[src/sv/plf_pkg.sv]
package plf_pkg;

   localparam int PKT_LEN_W = 20;
   localparam int FBL_W = 17;
   localparam int CAP_W = 16;
   localparam int POS_W = 4;
   localparam int TMPL_SLOTS = 16;

   localparam logic [CAP_W-1:0] LEN_NONE = 16'hFFFF;
   localparam logic [CAP_W-1:0] LEN_NEG_MIN = 16'h8000;

   typedef enum logic [2:0] {
      FT_NONE  = 3'd0,
      FT_ONE   = 3'd1,
      FT_TWO   = 3'd2,
      FT_FOUR  = 3'd3,
      FT_EIGHT = 3'd4,
      FT_STR   = 3'd5,
      FT_ARR   = 3'd6,
      FT_SLOT  = 3'd7
   } field_kind_type;

   typedef enum logic [3:0] {
      PH_PLAIN   = 4'b0001,
      PH_PREFIX  = 4'b0010,
      PH_SLOTMID = 4'b0100,
      PH_METALEN = 4'b1000
   } slot_phase_type;

   typedef enum logic [1:0] {
      ST_INSIDE  = 2'd0,
      ST_LAST    = 2'd1,
      ST_UNKNOWN = 2'd2,
      ST_BADSLOT = 2'd3
   } status_type;

   typedef struct packed {
      logic [POS_W-1:0]                   len;
      field_kind_type [TMPL_SLOTS-1:0]    fields;
   } template_type;

   typedef struct packed {
      status_type             status;
      logic [PKT_LEN_W-1:0]   length;
      logic [7:0]             opcode;
   } result_type;

   // Field layout of every known opcode. Position 0 is the opcode byte itself.
   function automatic template_type template_rom(input logic [7:0] op);
      template_type t;
      for (int k = 0; k < TMPL_SLOTS; k++) begin
         t.fields[k] = FT_NONE;
      end
      t.len = '0;
      t.fields[0] = FT_ONE;
      case (op)
         8'h00: begin
            t.len = 4'd2; t.fields[1] = FT_FOUR;
         end
         8'h02: begin
            t.len = 4'd5; t.fields[1] = FT_ONE; t.fields[2] = FT_STR;
            t.fields[3] = FT_STR; t.fields[4] = FT_FOUR;
         end
         8'h03, 8'hCB, 8'hFF: begin
            t.len = 4'd2; t.fields[1] = FT_STR;
         end
         8'h07: begin
            t.len = 4'd4; t.fields[1] = FT_FOUR; t.fields[2] = FT_FOUR;
            t.fields[3] = FT_ONE;
         end
         8'h0A, 8'h65, 8'hCD: begin
            t.len = 4'd2; t.fields[1] = FT_ONE;
         end
         8'h0B: begin
            t.len = 4'd6; t.fields[1] = FT_EIGHT; t.fields[2] = FT_EIGHT;
            t.fields[3] = FT_EIGHT; t.fields[4] = FT_EIGHT; t.fields[5] = FT_ONE;
         end
         8'h0C: begin
            t.len = 4'd4; t.fields[1] = FT_FOUR; t.fields[2] = FT_FOUR;
            t.fields[3] = FT_ONE;
         end
         8'h0D: begin
            t.len = 4'd8; t.fields[1] = FT_EIGHT; t.fields[2] = FT_EIGHT;
            t.fields[3] = FT_EIGHT; t.fields[4] = FT_EIGHT; t.fields[5] = FT_FOUR;
            t.fields[6] = FT_FOUR; t.fields[7] = FT_ONE;
         end
         8'h0E: begin
            t.len = 4'd6; t.fields[1] = FT_ONE; t.fields[2] = FT_FOUR;
            t.fields[3] = FT_ONE; t.fields[4] = FT_FOUR; t.fields[5] = FT_ONE;
         end
         8'h0F: begin
            t.len = 4'd9; t.fields[1] = FT_FOUR; t.fields[2] = FT_ONE;
            t.fields[3] = FT_FOUR; t.fields[4] = FT_ONE; t.fields[5] = FT_SLOT;
            t.fields[6] = FT_ONE; t.fields[7] = FT_ONE; t.fields[8] = FT_ONE;
         end
         8'h10: begin
            t.len = 4'd2; t.fields[1] = FT_TWO;
         end
         8'h12, 8'h13: begin
            t.len = 4'd3; t.fields[1] = FT_FOUR; t.fields[2] = FT_ONE;
         end
         8'h66: begin
            t.len = 4'd7; t.fields[1] = FT_ONE; t.fields[2] = FT_TWO;
            t.fields[3] = FT_ONE; t.fields[4] = FT_TWO; t.fields[5] = FT_ONE;
            t.fields[6] = FT_SLOT;
         end
         8'h6A: begin
            t.len = 4'd4; t.fields[1] = FT_ONE; t.fields[2] = FT_TWO;
            t.fields[3] = FT_ONE;
         end
         8'h6B: begin
            t.len = 4'd3; t.fields[1] = FT_TWO; t.fields[2] = FT_SLOT;
         end
         8'h6C: begin
            t.len = 4'd3; t.fields[1] = FT_ONE; t.fields[2] = FT_ONE;
         end
         8'h82: begin
            t.len = 4'd8; t.fields[1] = FT_FOUR; t.fields[2] = FT_TWO;
            t.fields[3] = FT_FOUR; t.fields[4] = FT_STR; t.fields[5] = FT_STR;
            t.fields[6] = FT_STR; t.fields[7] = FT_STR;
         end
         8'hCA: begin
            t.len = 4'd4; t.fields[1] = FT_ONE; t.fields[2] = FT_ONE;
            t.fields[3] = FT_ONE;
         end
         8'hCC: begin
            t.len = 4'd5; t.fields[1] = FT_STR; t.fields[2] = FT_ONE;
            t.fields[3] = FT_ONE; t.fields[4] = FT_ONE;
         end
         8'hFA: begin
            t.len = 4'd3; t.fields[1] = FT_STR; t.fields[2] = FT_ARR;
         end
         8'hFE: begin
            t.len = 4'd1;
         end
         default: begin
            t.len = '0;
            t.fields[0] = FT_NONE;
         end
      endcase
      return t;
   endfunction

endpackage

[src/sv/plf_byte_reg.sv]
module plf_byte_reg
   import plf_pkg::*;
(
   input  logic         clock,
   input  logic         reset,
   input  logic         req_valid,
   output logic         req_ready,
   input  logic [7:0]   req_rx_byte,
   output logic         byte_valid,
   output logic [7:0]   byte_data,
   input  logic         byte_take
);

   logic         valid_ff;
   logic         valid_in;
   logic [7:0]   data_ff;
   logic         accept;

   assign req_ready = !valid_ff || byte_take;
   assign accept = req_valid && req_ready;

   always_comb begin
      valid_in = valid_ff;
      if (accept) begin
         valid_in = 1'b1;
      end else if (byte_take) begin
         valid_in = 1'b0;
      end
   end

   always_ff @(posedge clock) begin
      if (reset) begin
         valid_ff <= 1'b0;
      end else begin
         valid_ff <= valid_in;
      end
   end

   always_ff @(posedge clock) begin
      if (accept) begin
         data_ff <= req_rx_byte;
      end
   end

   assign byte_valid = valid_ff;
   assign byte_data = data_ff;

endmodule

[src/sv/plf_frame_tracker.sv]
module plf_frame_tracker
   import plf_pkg::*;
#(
   parameter int LENGTH_BITS = 20
)
(
   input  logic         clock,
   input  logic         reset,
   input  logic         advance,
   input  logic [7:0]   rx_byte,
   output result_type   result
);

   logic                    in_packet_ff, in_packet_in;
   logic [7:0]              opcode_ff, opcode_in;
   logic [POS_W-1:0]        pos_ff, pos_in;
   logic [FBL_W-1:0]        fbl_ff, fbl_in;
   slot_phase_type          phase_ff, phase_in;
   logic [CAP_W-1:0]        cap_ff, cap_in;
   logic [LENGTH_BITS-1:0]  count_ff, count_in;

   template_type            tmpl;
   logic [POS_W-1:0]        nf_pos;
   logic                    nf_done;
   field_kind_type          nf_kind;
   slot_phase_type          nf_phase;
   logic [FBL_W-1:0]        nf_fbl;
   field_kind_type          cur_kind;
   logic [CAP_W-1:0]        cap_w;
   logic [FBL_W-1:0]        fbl_w;
   logic [LENGTH_BITS-1:0]  count_w;
   logic                    field_done;
   logic                    bad;
   logic                    to_idle;
   status_type              status;

   always_comb begin
      tmpl = template_rom(in_packet_ff ? opcode_ff : rx_byte);
      nf_pos = (in_packet_ff ? pos_ff : '0) + POS_W'(1);
      nf_done = nf_pos >= tmpl.len;
      nf_kind = tmpl.fields[nf_pos];
      cur_kind = tmpl.fields[pos_ff];

      case (nf_kind)
         FT_STR, FT_ARR, FT_SLOT: begin
            nf_phase = PH_PREFIX; nf_fbl = FBL_W'(2);
         end
         FT_TWO: begin
            nf_phase = PH_PLAIN; nf_fbl = FBL_W'(2);
         end
         FT_FOUR: begin
            nf_phase = PH_PLAIN; nf_fbl = FBL_W'(4);
         end
         FT_EIGHT: begin
            nf_phase = PH_PLAIN; nf_fbl = FBL_W'(8);
         end
         default: begin
            nf_phase = PH_PLAIN; nf_fbl = FBL_W'(1);
         end
      endcase

      in_packet_in = in_packet_ff;
      opcode_in = opcode_ff;
      pos_in = pos_ff;
      phase_in = phase_ff;
      cap_w = cap_ff;
      fbl_w = fbl_ff;
      field_done = 1'b0;
      bad = 1'b0;
      to_idle = 1'b0;
      status = ST_INSIDE;

      if (!in_packet_ff) begin
         opcode_in = rx_byte;
         count_w = LENGTH_BITS'(1);
         if (tmpl.len == '0) begin
            status = ST_UNKNOWN;
            to_idle = 1'b1;
         end else begin
            in_packet_in = 1'b1;
            field_done = 1'b1;
         end
      end else begin
         count_w = count_ff + LENGTH_BITS'(1);
         if (phase_ff == PH_PREFIX || phase_ff == PH_METALEN) begin
            cap_w = {cap_ff[7:0], rx_byte};
         end
         if (fbl_ff != '0) begin
            fbl_w = fbl_ff - FBL_W'(1);
         end
      end

      cap_in = cap_w;
      fbl_in = fbl_w;

      if (in_packet_ff && fbl_w == '0) begin
         case (phase_ff)
            PH_PLAIN: begin
               field_done = 1'b1;
            end
            PH_PREFIX: begin
               if (cur_kind == FT_SLOT) begin
                  if (cap_w == LEN_NONE) begin
                     field_done = 1'b1;
                  end else if (cap_w == '0) begin
                     bad = 1'b1;
                  end else begin
                     phase_in = PH_SLOTMID;
                     fbl_in = FBL_W'(3);
                  end
               end else begin
                  if (cap_w == '0) begin
                     field_done = 1'b1;
                  end else begin
                     phase_in = PH_PLAIN;
                     fbl_in = (cur_kind == FT_STR) ? {cap_w, 1'b0} : {1'b0, cap_w};
                  end
               end
            end
            PH_SLOTMID: begin
               phase_in = PH_METALEN;
               fbl_in = FBL_W'(2);
               cap_in = '0;
            end
            PH_METALEN: begin
               if (cap_w == LEN_NONE) begin
                  field_done = 1'b1;
               end else if (cap_w == '0 || cap_w >= LEN_NEG_MIN) begin
                  bad = 1'b1;
               end else begin
                  phase_in = PH_PLAIN;
                  fbl_in = {1'b0, cap_w};
               end
            end
            default: begin
               phase_in = PH_PLAIN;
            end
         endcase
      end

      if (bad) begin
         status = ST_BADSLOT;
         to_idle = 1'b1;
      end else if (field_done) begin
         if (nf_done) begin
            status = ST_LAST;
            to_idle = 1'b1;
         end else begin
            pos_in = nf_pos;
            phase_in = nf_phase;
            fbl_in = nf_fbl;
            cap_in = '0;
         end
      end

      count_in = count_w;
      if (to_idle) begin
         in_packet_in = 1'b0;
         pos_in = '0;
         fbl_in = '0;
         phase_in = PH_PLAIN;
         cap_in = '0;
         count_in = '0;
      end

      result.status = status;
      result.length = PKT_LEN_W'(count_w);
      result.opcode = opcode_in;
   end

   always_ff @(posedge clock) begin
      if (reset) begin
         in_packet_ff <= 1'b0;
         opcode_ff <= '0;
         pos_ff <= '0;
         fbl_ff <= '0;
         phase_ff <= PH_PLAIN;
         cap_ff <= '0;
         count_ff <= '0;
      end else if (advance) begin
         in_packet_ff <= in_packet_in;
         opcode_ff <= opcode_in;
         pos_ff <= pos_in;
         fbl_ff <= fbl_in;
         phase_ff <= phase_in;
         cap_ff <= cap_in;
         count_ff <= count_in;
      end
   end

   // Between packets the field tracking must be fully cleared.
   a_idle_clean: assert property (@(posedge clock) disable iff (reset)
      !in_packet_ff |-> (phase_ff == PH_PLAIN && count_ff == '0 && pos_ff == '0))
      else $error("idle state not cleared");

   a_phase_onehot: assert property (@(posedge clock) disable iff (reset)
      $onehot(phase_ff))
      else $error("slot phase not one-hot");

   a_pos_in_template: assert property (@(posedge clock) disable iff (reset)
      in_packet_ff |-> (pos_ff != '0 && pos_ff < tmpl.len))
      else $error("template position outside template");

   a_end_goes_idle: assert property (@(posedge clock) disable iff (reset)
      (advance && status != ST_INSIDE) |=> !in_packet_ff)
      else $error("packet end did not return to idle");

endmodule

[src/sv/packet_length_framer.sv]
// Packet framer for a received byte stream. Each accepted item is one byte
// on req_rx_byte, and each byte produces exactly one result item: rsp_status
// is 0 inside a packet, 1 on the last byte of a packet (rsp_packet_length
// then holds the packet's total length), 2 for an opcode with no known
// layout, and 3 for an invalid slot id or metadata length; on codes 1 to 3
// the framer is idle again and the next byte is taken as an opcode.
// rsp_packet_opcode carries the opcode of the current packet. The framer
// sustains one byte per clock cycle while rsp_ready is high: an input
// register feeds combinational template lookup and counter update that
// loads the result register, so each byte passes through the input
// register and then the result register. While a result waits for
// rsp_ready, the input register holds its byte and a new byte is taken
// only while that register is empty or its byte is passed on. The byte
// count wraps at 2**LENGTH_BITS.
module packet_length_framer
   import plf_pkg::*;
#(
   parameter int LENGTH_BITS = 20
)
(
   input  logic                   clock,
   input  logic                   reset,
   input  logic                   req_valid,
   output logic                   req_ready,
   input  logic [7:0]             req_rx_byte,
   output logic                   rsp_valid,
   input  logic                   rsp_ready,
   output logic [1:0]             rsp_status,
   output logic [PKT_LEN_W-1:0]   rsp_packet_length,
   output logic [7:0]             rsp_packet_opcode
);

   logic         byte_valid;
   logic [7:0]   byte_data;
   logic         advance;
   result_type   result;
   logic         rsp_valid_ff, rsp_valid_in;
   result_type   rsp_data_ff;

   assign advance = byte_valid && (!rsp_valid_ff || rsp_ready);

   plf_byte_reg u_byte_reg (
      .clock       (clock),
      .reset       (reset),
      .req_valid   (req_valid),
      .req_ready   (req_ready),
      .req_rx_byte (req_rx_byte),
      .byte_valid  (byte_valid),
      .byte_data   (byte_data),
      .byte_take   (advance)
   );

   plf_frame_tracker #(
      .LENGTH_BITS (LENGTH_BITS)
   ) u_tracker (
      .clock   (clock),
      .reset   (reset),
      .advance (advance),
      .rx_byte (byte_data),
      .result  (result)
   );

   always_comb begin
      rsp_valid_in = rsp_valid_ff;
      if (advance) begin
         rsp_valid_in = 1'b1;
      end else if (rsp_ready) begin
         rsp_valid_in = 1'b0;
      end
   end

   always_ff @(posedge clock) begin
      if (reset) begin
         rsp_valid_ff <= 1'b0;
      end else begin
         rsp_valid_ff <= rsp_valid_in;
      end
   end

   always_ff @(posedge clock) begin
      if (advance) begin
         rsp_data_ff <= result;
      end
   end

   assign rsp_valid = rsp_valid_ff;
   assign rsp_status = rsp_data_ff.status;
   assign rsp_packet_length = rsp_data_ff.length;
   assign rsp_packet_opcode = rsp_data_ff.opcode;

endmodule

[config.mk]
export PLATFORM = sky130hd
export DESIGN_NAME = packet_length_framer
export DESIGN_NICKNAME = d
export VERILOG_FILES = /design/src/sv/plf_pkg.sv /design/src/sv/plf_byte_reg.sv /design/src/sv/plf_frame_tracker.sv /design/src/sv/packet_length_framer.sv
export SDC_FILE = /design/constraint.sdc
export NUM_CORES = 1
export LEC_CHECK = 0
export BUFFER_PORTS_ARGS = -buffer_cell sky130_fd_sc_hd__buf_4
export CAP_MARGIN = 0
export CORE_MARGIN = 2
export CORE_UTILIZATION = 54
export DETAILED_ROUTE_END_ITERATION = 7
export HOLD_SLACK_MARGIN = 0.02
export MAX_ROUTING_LAYER = met4
export PLACE_DENSITY_LB_ADDON = 0.12
export REMOVE_ABC_BUFFERS = 1
export SLEW_MARGIN = 10
export SYNTH_ARGS = -nofsm -noshare
export SYNTH_HDL_FRONTEND = slang
export SYNTH_HIERARCHICAL = 1
export SYNTH_SLANG_ARGS = --single-unit
[constraint.sdc]
create_clock -name clock -period 11.8 [get_ports clock]
set_clock_uncertainty 0.1 [all_clocks]
set_input_delay 2.36 -clock clock [delete_from_list [all_inputs] [get_ports clock]]
set_output_delay 2.36 -clock clock [all_outputs]
set_load 0.1 [all_outputs]
==> results of run 1 <==
[worst min path at each step]
stage / endpoint / slack (ns)
floorplan: u_tracker/count_ff[19]$_SDFFE_PP0P_ / 0.35
global placement: u_tracker/count_ff[19]$_SDFFE_PP0P_ / 0.37
detailed placement: u_tracker/cap_ff[14]$_SDFFE_PP0P_ / 0.39
CTS: u_tracker/cap_ff[14]$_SDFFE_PP0P_ / 0.40
global route: u_tracker/count_ff[18]$_SDFFE_PP0P_ / 0.42
finish: rsp_valid$_SDFFE_PP0P_ / 0.40
[metal layers]
metal / part of all wire, % / GRT usage, % / vias to the layer above / routed length, um
met5: 0 / - / - / 0
met4: 2.3 / 10.5 / 0 / 487
met3: 8.1 / 5.55 / 43 / 1730
met2: 47 / 47.0 / 352 / 9990
met1: 43 / 39.0 / 3425 / 9050
li1: - / - / 3328 / -
[cell usage after synthesis (all sizes together) (4+ instances only)]
cell type	count	share of area (%)
a211oi	8	0.88
a21o	5	0.51
a21oi	51	3.8
a222oi	4	0.54
a22o	25	3.0
a22oi	21	2.8
a31oi	5	0.42
a32o	5	0.68
a41oi	4	0.57
and2	10	0.91
and3	8	0.68
and4	5	0.59
buf	23	2.0
clkbuf	33	1.7
dfxtp	72	19
edfxtp	38	15
ha	7	1.2
inv	17	0.86
mux2	4	0.66
mux2i	20	2.7
nand2	108	5.5
nand2b	7	0.79
nand3	33	2.3
nand3b	13	1.5
nand4	30	2.5
nor2	80	4.1
nor3	19	1.4
nor3b	7	0.71
nor4	13	1.2
nor4b	6	0.88
o211ai	7	0.71
o21a	6	0.61
o21ai	36	2.6
o221ai	10	1.2
o22ai	5	0.42
o31a	4	0.47
o31ai	11	1.1
o32ai	5	0.59
or2	8	0.68
or3	16	1.4
or3b	9	1.1
xnor2	10	1.2
xor2	15	1.8
[report_power, final]
group	switching [mW]	total [mW]	internal (mW)
Combinational	0.112	0.147	0.0353
Clock	0.145	0.312	0.167
Sequential	0.0107	0.414	0.404
Total	0.268	0.874	0.606
[area by class of cell]
| type | instances | area, um^2 | area share [%] |
|---|---|---|---|
| Clock buffer | 10 | 229 | 2.86 |
| Clock inverter | 6 | 70.1 | 0.874 |
| Inverter | 19 | 71.3 | 0.890 |
| Multi-Input combinational cell | 686 | 4480 | 55.9 |
| Sequential cell | 110 | 2580 | 32.2 |
| Tap cell | 176 | 220 | 2.75 |
| Timing Repair Buffer | 48 | 360 | 4.50 |
[stage by stage]
| stage | power (mW) | instance area (um^2) | util [%] | setup slack, ns | std cells |
|---|---|---|---|---|---|
| final | 0.874 | 8020 | 60.3 | 5.97 | 1055 |
| after global routing | 0.900 | 8020 | 60.3 | 5.93 | 1055 |
| after global placement | 0.567 | 7710 | 58.0 | 5.98 | 1039 |
| after floorplan | 0.527 | 7130 | - | 5.89 | 815 |
| after detailed placement | 0.569 | 7710 | 58.0 | 5.96 | 1039 |
| after CTS | 0.878 | 8010 | 60.2 | 5.96 | 1055 |
[logic make-up after synthesis]
family / count (synthesis) / synth area share [%]
and+or+nand+nor: 383 / 27.6
xor gates and xnor gates: 25 / 2.96
adders and majority gates: 7 / 1.18
AOI/OAI and AO/OA: 247 / 25.4
buffers and inverters: 75 / 4.65
DFF: 110 / 34.9
muxes: 24 / 3.36
[worst max-delay path, cell delays in order]
cell      delay, ns
buf_4          0.08
nand2b_4       0.11
and2_4         0.33
nand2b_4       0.21
buf_4          0.29
[registers in the layout, summed over array words and instances (netlist names)]
register                flops
u_byte_reg/byte_data        8
rsp_status                  2
rsp_packet_length          20
u_tracker/cap_ff           16
u_tracker/in_packet_ff      1
u_tracker/fbl_ff           17
rsp_valid                   1
u_tracker/count_ff         20
u_tracker/opcode_ff         8
rsp_packet_opcode           8
u_byte_reg/byte_valid       1
u_tracker/phase_ff          4
u_tracker/pos_ff            4
==> metrics.cfg, run 1 <==
[status]
status = finished, violations left
violations = DRC

[critical_path]
r2r_start = u_tracker/in_packet_ff$_SDFFE_PP0P_
reg2reg_to = u_tracker/fbl_ff[0]$_SDFFE_PP0P_
critPathMaxFanout = 22
rrSetupSlack_ns = 6.53
start_kind = input port
crit_type = input port to primary output
worstRegToRegCells = 15
worst_ep_arrival_time_ns = 3.37
endpoint = req_ready
critPathLaunch = rsp_ready
end_kind = primary output
critPathRequiredTime_ns = 9.34

[yosys]
yosysSeqAreaShare_pct = 34.9
avgSynthCellArea_um2 = 8.50
yosys_most_used_dff = dfxtp_1
yosys_warnings = 6
synth_edf_count = 38
synth_area_um2 = 7400
ys_ff_latch = 110
syn_inst = 871
async_flop_share_pct = 0
yosysUniqueCellTypes = 98

[sta]
hold_ws_ns = 0.399
setup_viol = 0
min_period_ns = 5.83
slew_headroom_pct = 30.6
final-hold-violation-count = 0
worst_slew_pin_slew_ns = 1.04
rsz0062_at_grt = false
clock.fmax_ghz = 0.171
fin_setup_tns_ns = 0
period_share_pct = 49.4
drv_slew = 0

[die]
die_h_um = 121
core_um2 = 13300
ios = 44
num_rows = 42
dieWidth_um = 121
initial_core_util_pct = 55.7
die_area_um2 = 14700

[placed_design]
gp_congestion = 0.960
io_buffer_count = 43
dp.final_hpwl_um = 15200

[cts]
cts_setup_buffers = 0
clock_latency_ns = 0.36
cts_buffers = 9
cts_resized = 0
clk_pin_slew_ns = 0.07
clock_sinks = 110
cts_tree = done
cts.htree.levels = 3
clk_path_buf_depth = 2
cts_hold_buf = 0
cts_root_buf = clkbuf_16

[global_routing]
grt_use_total_pct = 30.0
grt_first_pass_wirelength_um = 33900
grt_max_degree = 57
grt_pass1_vias = 6416
grt.overflow.total = 0
antenna_found_initial = 0

[drt]
first_pass_iters = 8
wl_per_cell_um = 20.1
via_per_inst = 6.78
routed_wl_um = 21300
postRouteAntennaNets = 0
drt_iter0_drc = 942
route.detailed.drc = 2
vias = 7148

[layout]
antennaDiodeCount = 0
final_layout_size_suffix_gt1_share_pct = 12.6
area_growth_pct = 8.26
nets = 893
final_common_cell = nand2_1
fill_cells = 1168
final_cell_mix = nand2_1, nor2_1, dfxtp_1, buf_4, a21oi_1

[power_and_ir_drop]
ir_worst_vdd_v = 0.0000909
leakage_nw = 2.77
p_per_area_nw_per_um2 = 109

[hold_path]
hp-class = flop to flop
hp-start = rsp_valid$_SDFFE_PP0P_
whs_path_depth = 2

[flow_run]
drv_cap = 0

Note: power is estimated with default switching activity, not from simulation.
==> run 2: changes to the inputs <==
- ABC_AREA: not set -> 1
- clock period: 11.8 -> 5.05 ns (I/O delays scaled with it)
==> run 2 against run 1 <==
Effect of this change: the run now ends clean; sequential share of layout area fell by 2.3 points; worst hold slack got worse by 0.032 ns; via count rose by 16%; global-route usage fell by 1.4 points; sequential power rose by 130%; critical path type is now flop to flop.
==> metrics.cfg, run 2 <==
[status]
status = finished, final reports clean

[drt]
vias = 8324  ; +16%
postRouteAntennaNets = 0  ; unchanged
route.top_layer_used = met4
routed_wl_um = 21900  ; +2.9%
first_pass_iters = 7  ; -1
via_per_inst = 5.61  ; -17%
drt_iter0_drc = 873  ; -7.3%
wl_met1_um = 9660  ; +6.7%
route.detailed.drc = 0  ; -2
wl_per_cell_um = 14.7  ; -27%
wl_met2_um = 10300  ; +2.8%
wl_met3_um = 1490  ; -14%

[yosys]
synth_area_um2 = 7940  ; +7.2%
yosysSeqAreaShare_pct = 32.5  ; -2.4 points
synth_most_common_cell = nand2_1
synth_xor_area_share_pct = 0.331  ; -2.6 points
yosys_warnings = 6  ; unchanged
ys_ff_latch = 110  ; unchanged
synth-simple-area-share_pct = 37.8  ; +10 points
synth_top_family_by_area = simple AND/OR/NAND/NOR gates
avgSynthCellArea_um2 = 6.19  ; -27%
synth.top_cells.by_count = nand2_1, inv_1, nor2_1
synth_area_leader_cell = dfxtp_1
yosysUniqueCellTypes = 45  ; -54%
synth_compound_area_share_pct = 17.0  ; -8.4 points
synth_mux_area_share_pct = 0  ; -3.4 points
synth_adder_area_share_pct = 1.10  ; -0.080 points
synth.area.top_cells = dfxtp_1, nand2_1, edfxtp_1, a21oi_1, inv_1
synth_top_area_share_pct = 18.2  ; -1.3 points
syn_inst = 1283  ; +47%
async_flop_share_pct = 0  ; unchanged
yosys_most_used_dff = dfxtp_1
synth_edf_count = 38  ; unchanged

[critical_path]
critPathRequiredTime_ns = 5.23  ; -4.11 ns
r2r_start = u_tracker/fbl_ff[0]$_SDFFE_PP0P_
end_kind = flop
rrSetupSlack_ns = 0.82  ; -5.71 ns
worstRegToRegCells = 19  ; +4
crit_chain = inv_1 > ha_1 > nand2_1 > nor2_2 > nand3_2 > nand3_1 > nand2_1 > o21ai_0 > nand4_1 > nor3_1 > nand2_1 > nor3_2 > nand2_2 > nand3_2 > nand3_2 > nor2_4 > buf_12 > nand3_1 > a21oi_1
crit_slowest_cell = nor2_4
critPathMaxFanout = 39  ; +77%
max_stage_delay_ns = 0.40  ; +0.07 ns
worst_ep_arrival_time_ns = 4.40  ; +1.03 ns
start_kind = flop
crit_type = flop to flop
reg2reg_to = u_tracker/cap_ff[15]$_SDFFE_PP0P_

[cts]
cts_buffers = 9  ; unchanged
cts_hold_buf = 0  ; unchanged
clock_sinks = 110  ; unchanged
clk_pin_slew_ns = 0.07  ; about the same
cts.htree.levels = 3  ; unchanged
cts_tree = done
cts_setup_buffers = 0  ; unchanged
clk_path_buf_depth = 2  ; unchanged
cts_root_buf = clkbuf_16
clock_latency_ns = 0.36  ; about the same
cts_resized = 0  ; unchanged

[placed_design]
gp_congestion = 0.982  ; +2.3%
io_buffer_count = 43  ; unchanged
dp.cells = 1467  ; +41%
dp.final_hpwl_um = 15500  ; +1.9%

[hold_path]
whs_path_depth = 2  ; unchanged
hp-class = flop to flop
hold_end = u_tracker/cap_ff[4]$_SDFFE_PP0P_
hp-start = u_tracker/cap_ff[4]$_SDFFE_PP0P_

[die]
core_um2 = 14400  ; +8.5%
initial_core_util_pct = 55.0  ; -0.64 points
die_area_um2 = 15700  ; +7.0%
ios = 44  ; unchanged
die_h_um = 125  ; +3.4%
dieWidth_um = 125  ; +3.4%
num_rows = 44  ; +4.8%

[global_routing]
grt_max_degree = 75  ; +32%
grt_pass1_vias = 7467  ; +16%
antenna_found_initial = 0  ; unchanged
grt_use_total_pct = 28.5  ; -1.4 points
grt.overflow.total = 0  ; unchanged
grt_first_pass_wirelength_um = 36200  ; +6.6%

[flow_run]
drv_cap = 0  ; unchanged

[sta]
min_period_ns = 4.23
fin_setup_tns_ns = 0  ; unchanged
worst_slew_pin_slew_ns = 0.934  ; -0.107 ns
final-hold-violation-count = 0  ; unchanged
setup_viol = 0  ; unchanged
clock.fmax_ghz = 0.237
drv_slew = 0  ; unchanged
slew_headroom_pct = 37.7  ; +7.1 points
period_share_pct = 83.7
rsz0062_at_grt = false

[layout]
fin_cells = 1483  ; +41%
final_common_cell = nand2_1
final_cell_mix = nand2_1, inv_1, nor2_1, a21oi_1, nand3_1
nets = 1313  ; +47%
final_layout_size_suffix_gt1_share_pct = 10.5  ; -2.1 points
antennaDiodeCount = 0  ; unchanged
area_growth_pct = 8.62

[power_and_ir_drop]
p_per_area_nw_per_um2 = 227  ; +110%
leakage_nw = 4.09  ; +47%
ir_worst_vdd_v = 0.000194  ; +110%

run 2: cell count changes after synthesis, sizes merged, moves of 19 or more:
cell,previous run,this run
nor2,80,127
a22o,25,0
nand2,108,399
mux2i,20,0
o21ai,36,103
a21oi,51,117
nand3,33,101
a22oi,21,2
inv,17,168
run 2: final cells by class:
class | instances | area [um^2]
fillers | 1443 | 5800
multi-input cells | 951 | 4480
flip-flops and latches | 110 | 2580
inverters | 169 | 634
repair buffers | 53 | 410
well taps | 184 | 230
clock buffers | 10 | 229
clock inverters | 6 | 55.1
run 2: worst max-delay path: cells and delay by family (launching register included):
kind,cells,cell delay [ns]
AO/OA/AOI/OAI,2,0.45
adder cells (fa/ha/maj),1,0.36
buffers and inverters,2,0.45
flip-flops,1,0.34
AND/OR/NAND/NOR,14,2.42
run 2: cells by family (layout without fill, tap and decap cells):
group | after synthesis | in the layout
xor+xnor | 3 | 3
fa+ha+maj | 7 | 7
compound gates | 253 | 253
simple gates | 688 | 688
flops | 110 | 110
buf+inv | 222 | 238
run 2: through the flow:
stage / hold WS [ns] / util (%) / instance area, um^2 / power, mW / setup slack (ns)
floorplan: 0.339 / - / 7690 / 1.21 / -0.629
global placement: 0.353 / 57.8 / 8340 / 1.29 / 0.999
detailed placement: 0.356 / 57.8 / 8340 / 1.29 / 0.961
CTS: 0.367 / 59.8 / 8620 / 1.97 / 0.933
global route: 0.384 / 59.8 / 8620 / 2.04 / 0.521
finish: 0.367 / 59.8 / 8620 / 1.96 / 0.822
run 2: how the worst max path moves through the flow:
stage,from,to,cells past startpoint,slack (ns)
finish,u_tracker/fbl_ff[0]$_SDFFE_PP0P_,u_tracker/cap_ff[15]$_SDFFE_PP0P_,19,0.82
global route,u_tracker/fbl_ff[0]$_SDFFE_PP0P_,u_tracker/cap_ff[15]$_SDFFE_PP0P_,19,0.52
floorplan,rsp_ready,u_tracker/cap_ff[0]$_SDFFE_PP0P_,6,-0.63
global placement,u_tracker/in_packet_ff$_SDFFE_PP0P_,u_tracker/fbl_ff[3]$_SDFFE_PP0P_,21,1.0
CTS,u_tracker/fbl_ff[0]$_SDFFE_PP0P_,u_tracker/cap_ff[15]$_SDFFE_PP0P_,19,0.93
detailed placement,u_tracker/in_packet_ff$_SDFFE_PP0P_,u_tracker/fbl_ff[3]$_SDFFE_PP0P_,17,0.96
run 2: power breakdown:
part | internal [mW] | leakage [nW] | switching, mW
logic | 0.0762 | 2.99 | 0.243
clock network | 0.343 | 0.138 | 0.342
registers | 0.941 | 0.957 | 0.0144
run 2: per-layer routing:
layer,global-route usage (%),vias up
met1,37.3,3778
met3,4.19,41
li1,-,4195
met5,-,-
met2,45.9,310
met4,8.95,0
==> run 3: changes to the inputs <==
- ABC_AREA: 1 -> 0
- clock period: 5.05 -> 4.1 ns (I/O delays scaled with it)
==> run 3 against run 2 <==
Effect of this change: sequential share of layout area fell by 0.32 points; critical path depth fell by 4; die area fell by 6.5%.
==> metrics.cfg, run 3 (synthesis gave the netlist of run 1 again) <==
[status]
status = finished, final reports clean

[drt]
vias = 7484  ; -10%
first_pass_iters = 6  ; -1
via_per_inst = 6.61  ; +18%
drt_iter0_drc = 792  ; -9.3%
routed_wl_um = 23000  ; +5.3%
wl_per_cell_um = 20.3  ; +38%
route.detailed.drc = 0  ; unchanged
postRouteAntennaNets = 0  ; unchanged

[placed_design]
io_buffer_count = 43  ; unchanged
dp.cells = 1100  ; -25%
dp.final_hpwl_um = 16700  ; +7.4%
gp_congestion = 0.996  ; +1.4%
pre_cts_slack_ns = -0.0531  ; -1.01 ns

[die]
ios = 44  ; unchanged
initial_core_util_pct = 55.7  ; +0.64 points
core_um2 = 13300  ; -7.8%
die_area_um2 = 14700  ; -6.5%
dieWidth_um = 121  ; -3.3%
die_h_um = 121  ; -3.3%
num_rows = 42  ; -4.5%

[cts]
clk_pin_slew_ns = 0.07  ; about the same
cts.htree.levels = 3  ; unchanged
clock_sinks = 110  ; unchanged
cts_root_buf = clkbuf_16
cts_buffers = 9  ; unchanged
clk_path_buf_depth = 2  ; unchanged
cts_tree = done
clock_latency_ns = 0.36  ; about the same

[sta]
worst_slew_pin_slew_ns = 1.08  ; +0.145 ns
drv_slew = 0  ; unchanged
fin_setup_tns_ns = 0  ; unchanged
final-hold-violation-count = 0  ; unchanged
period_share_pct = 96.5  ; +13 points
slew_headroom_pct = 27.8  ; -9.9 points
min_period_ns = 3.96  ; -0.271 ns
fin_ws_ns = 0.143  ; -0.679 ns
setup_viol = 0  ; unchanged
clock.fmax_ghz = 0.253  ; +6.8%

[power_and_ir_drop]
p_int_mw = 1.76  ; +29%
p_per_area_nw_per_um2 = 292  ; +28%
swShare_pct = 30.8  ; +0.15 points
ir_worst_vdd_v = 0.000264  ; +36%
power_frac_seq_pct = 46.8  ; -1.9 points
finalPower_mw = 2.54  ; +30%
leakage_nw = 3.19  ; -22%
p_sw_mw = 0.782  ; +30%
clockPowerShare_pct = 33.8  ; -1.2 points
p_comb_share_pct = 19.4  ; +3.1 points

[critical_path]
crit_slowest_cell = or3b_2
worst_ep_arrival_time_ns = 4.15  ; -0.25 ns
critPathRequiredTime_ns = 4.29  ; -0.94 ns
max_stage_delay_ns = 0.53  ; +0.13 ns
crit_type = flop to flop
start_kind = flop
critPathMaxFanout = 33  ; -15%
critPathBufInv = 4  ; +2
crit_chain = buf_12 > or3b_2 > a222oi_1 > a22o_1 > nor4b_2 > a211oi_1 > o311a_1 > buf_4 > nand2_1 > o21ai_4 > a21oi_4 > buf_4 > o41ai_4 > buf_6 > a22o_1
critPathTopFamily = compound AO/OA/AOI/OAI gates
end_kind = flop

[global_routing]
use_met3_pct = 5.26  ; +1.1 points
grt_util_met2_pct = 50.0  ; +4.2 points
met1_usage_pct = 41.7  ; +4.4 points
grt_first_pass_wirelength_um = 36300  ; +0.27%
grt_busiest_layer = met2
grt_max_degree = 52  ; -31%
grt_pass1_vias = 6960  ; -6.8%
grt_use_total_pct = 32.1  ; +3.6 points
grt.overflow.total = 0  ; unchanged
antenna_found_initial = 0  ; unchanged

[hold_path]
hp-class = flop to flop

[layout]
fill_cells = 1130  ; -22%
final_layout_size_suffix_gt1_share_pct = 21.3  ; +11 points
antennaDiodeCount = 0  ; unchanged
final_cell_mix = buf_4, nand2_1, nor2_1, dfxtp_1, a21oi_1
fin_cells = 1133  ; -24%
area_growth_pct = 17.7
nets = 971  ; -26%
final_common_cell = buf_4

[flow_run]
drv_cap = 0  ; unchanged

-- run 3: cell count changes in the layout (fill, tap and decap cells not counted), moves of 16 or more --
cell / delta
nand2_2: -19
nor2_1: -41
nand2_1: -270
buf_4: +71
inv_1: -135
a22o_1: +25
inv_2: -16
o21ai_0: -65
nand3_1: -63
mux2i_1: +20
a21oi_1: -68
-- run 3: per-stage QoR --
step                instance area, um^2  hold slack (ns)  util [%]
floorplan                          7130            0.352         -
global placement                   8190            0.368      61.6
detailed placement                 8190            0.387      61.6
CTS                                8520            0.398      64.1
global route                       8720            0.404      65.6
finish                             8720            0.400      65.6
-- run 3: routing by layer --
layer	vias up	wire, um
met4	0	600
met2	433	10700
met1	3509	9720
met5	-	0
li1	3484	-
met3	58	2000
-- run 3: power by group through the flow --
| stage | Combinational (mW) | Sequential (mW) | Clock, mW |
|---|---|---|---|
| floorplan | 0.171 | 1.35 | 0 |
| global placement | 0.455 | 1.21 | 0 |
| detailed placement | 0.458 | 1.21 | 0 |
| CTS | 0.465 | 1.19 | 0.879 |
| global route | 0.519 | 1.19 | 0.919 |
| finish | 0.493 | 1.19 | 0.860 |
-- run 3: worst register-to-register path, stage by stage, from the launching register on --
cell	delay, ns
dfxtp_2	0.36
buf_12	0.17
or3b_2	0.54
a222oi_1	0.44
a22o_1	0.24
nor4b_2	0.08
a211oi_1	0.31
o311a_1	0.25
buf_4	0.21
nand2_1	0.12
o21ai_4	0.20
a21oi_4	0.07
buf_4	0.16
o41ai_4	0.33
buf_6	0.19
a22o_1	0.14
-- run 3: final timing paths --
| path | startpoint | to | slack, ns | depth (start not counted) |
|---|---|---|---|---|
| worst max-delay path | u_tracker/in_packet_ff$_SDFFE_PP0P_ | u_tracker/cap_ff[8]$_SDFFE_PP0P_ | 0.14 | 15 |
| worst min-delay path | u_tracker/count_ff[17]$_SDFFE_PP0P_ | u_tracker/count_ff[17]$_SDFFE_PP0P_ | 0.40 | 2 |
| worst max register to register | u_tracker/in_packet_ff$_SDFFE_PP0P_ | u_tracker/cap_ff[8]$_SDFFE_PP0P_ | 0.14 | 15 |
| worst min register to register | u_tracker/count_ff[17]$_SDFFE_PP0P_ | u_tracker/count_ff[17]$_SDFFE_PP0P_ | 0.40 | 2 |
-- run 3: final cells by class --
class / count / area [um^2] / area share [%]
multi-input combinational: 686 / 4580 / 52.5
sequential: 110 / 2580 / 29.6
timing repair buffer: 126 / 975 / 11.2
clock buffer: 10 / 250 / 2.87
tap: 176 / 220 / 2.53
inverter: 19 / 71.3 / 0.818
clock inverter: 6 / 40.0 / 0.459
-- run 3: timing repair --
item,CTS,global route
gates resized for setup,3,17
hold buffers,0,0
endpoints found under the setup margin,37,57
pin swaps,2,8
setup buffers,3,14
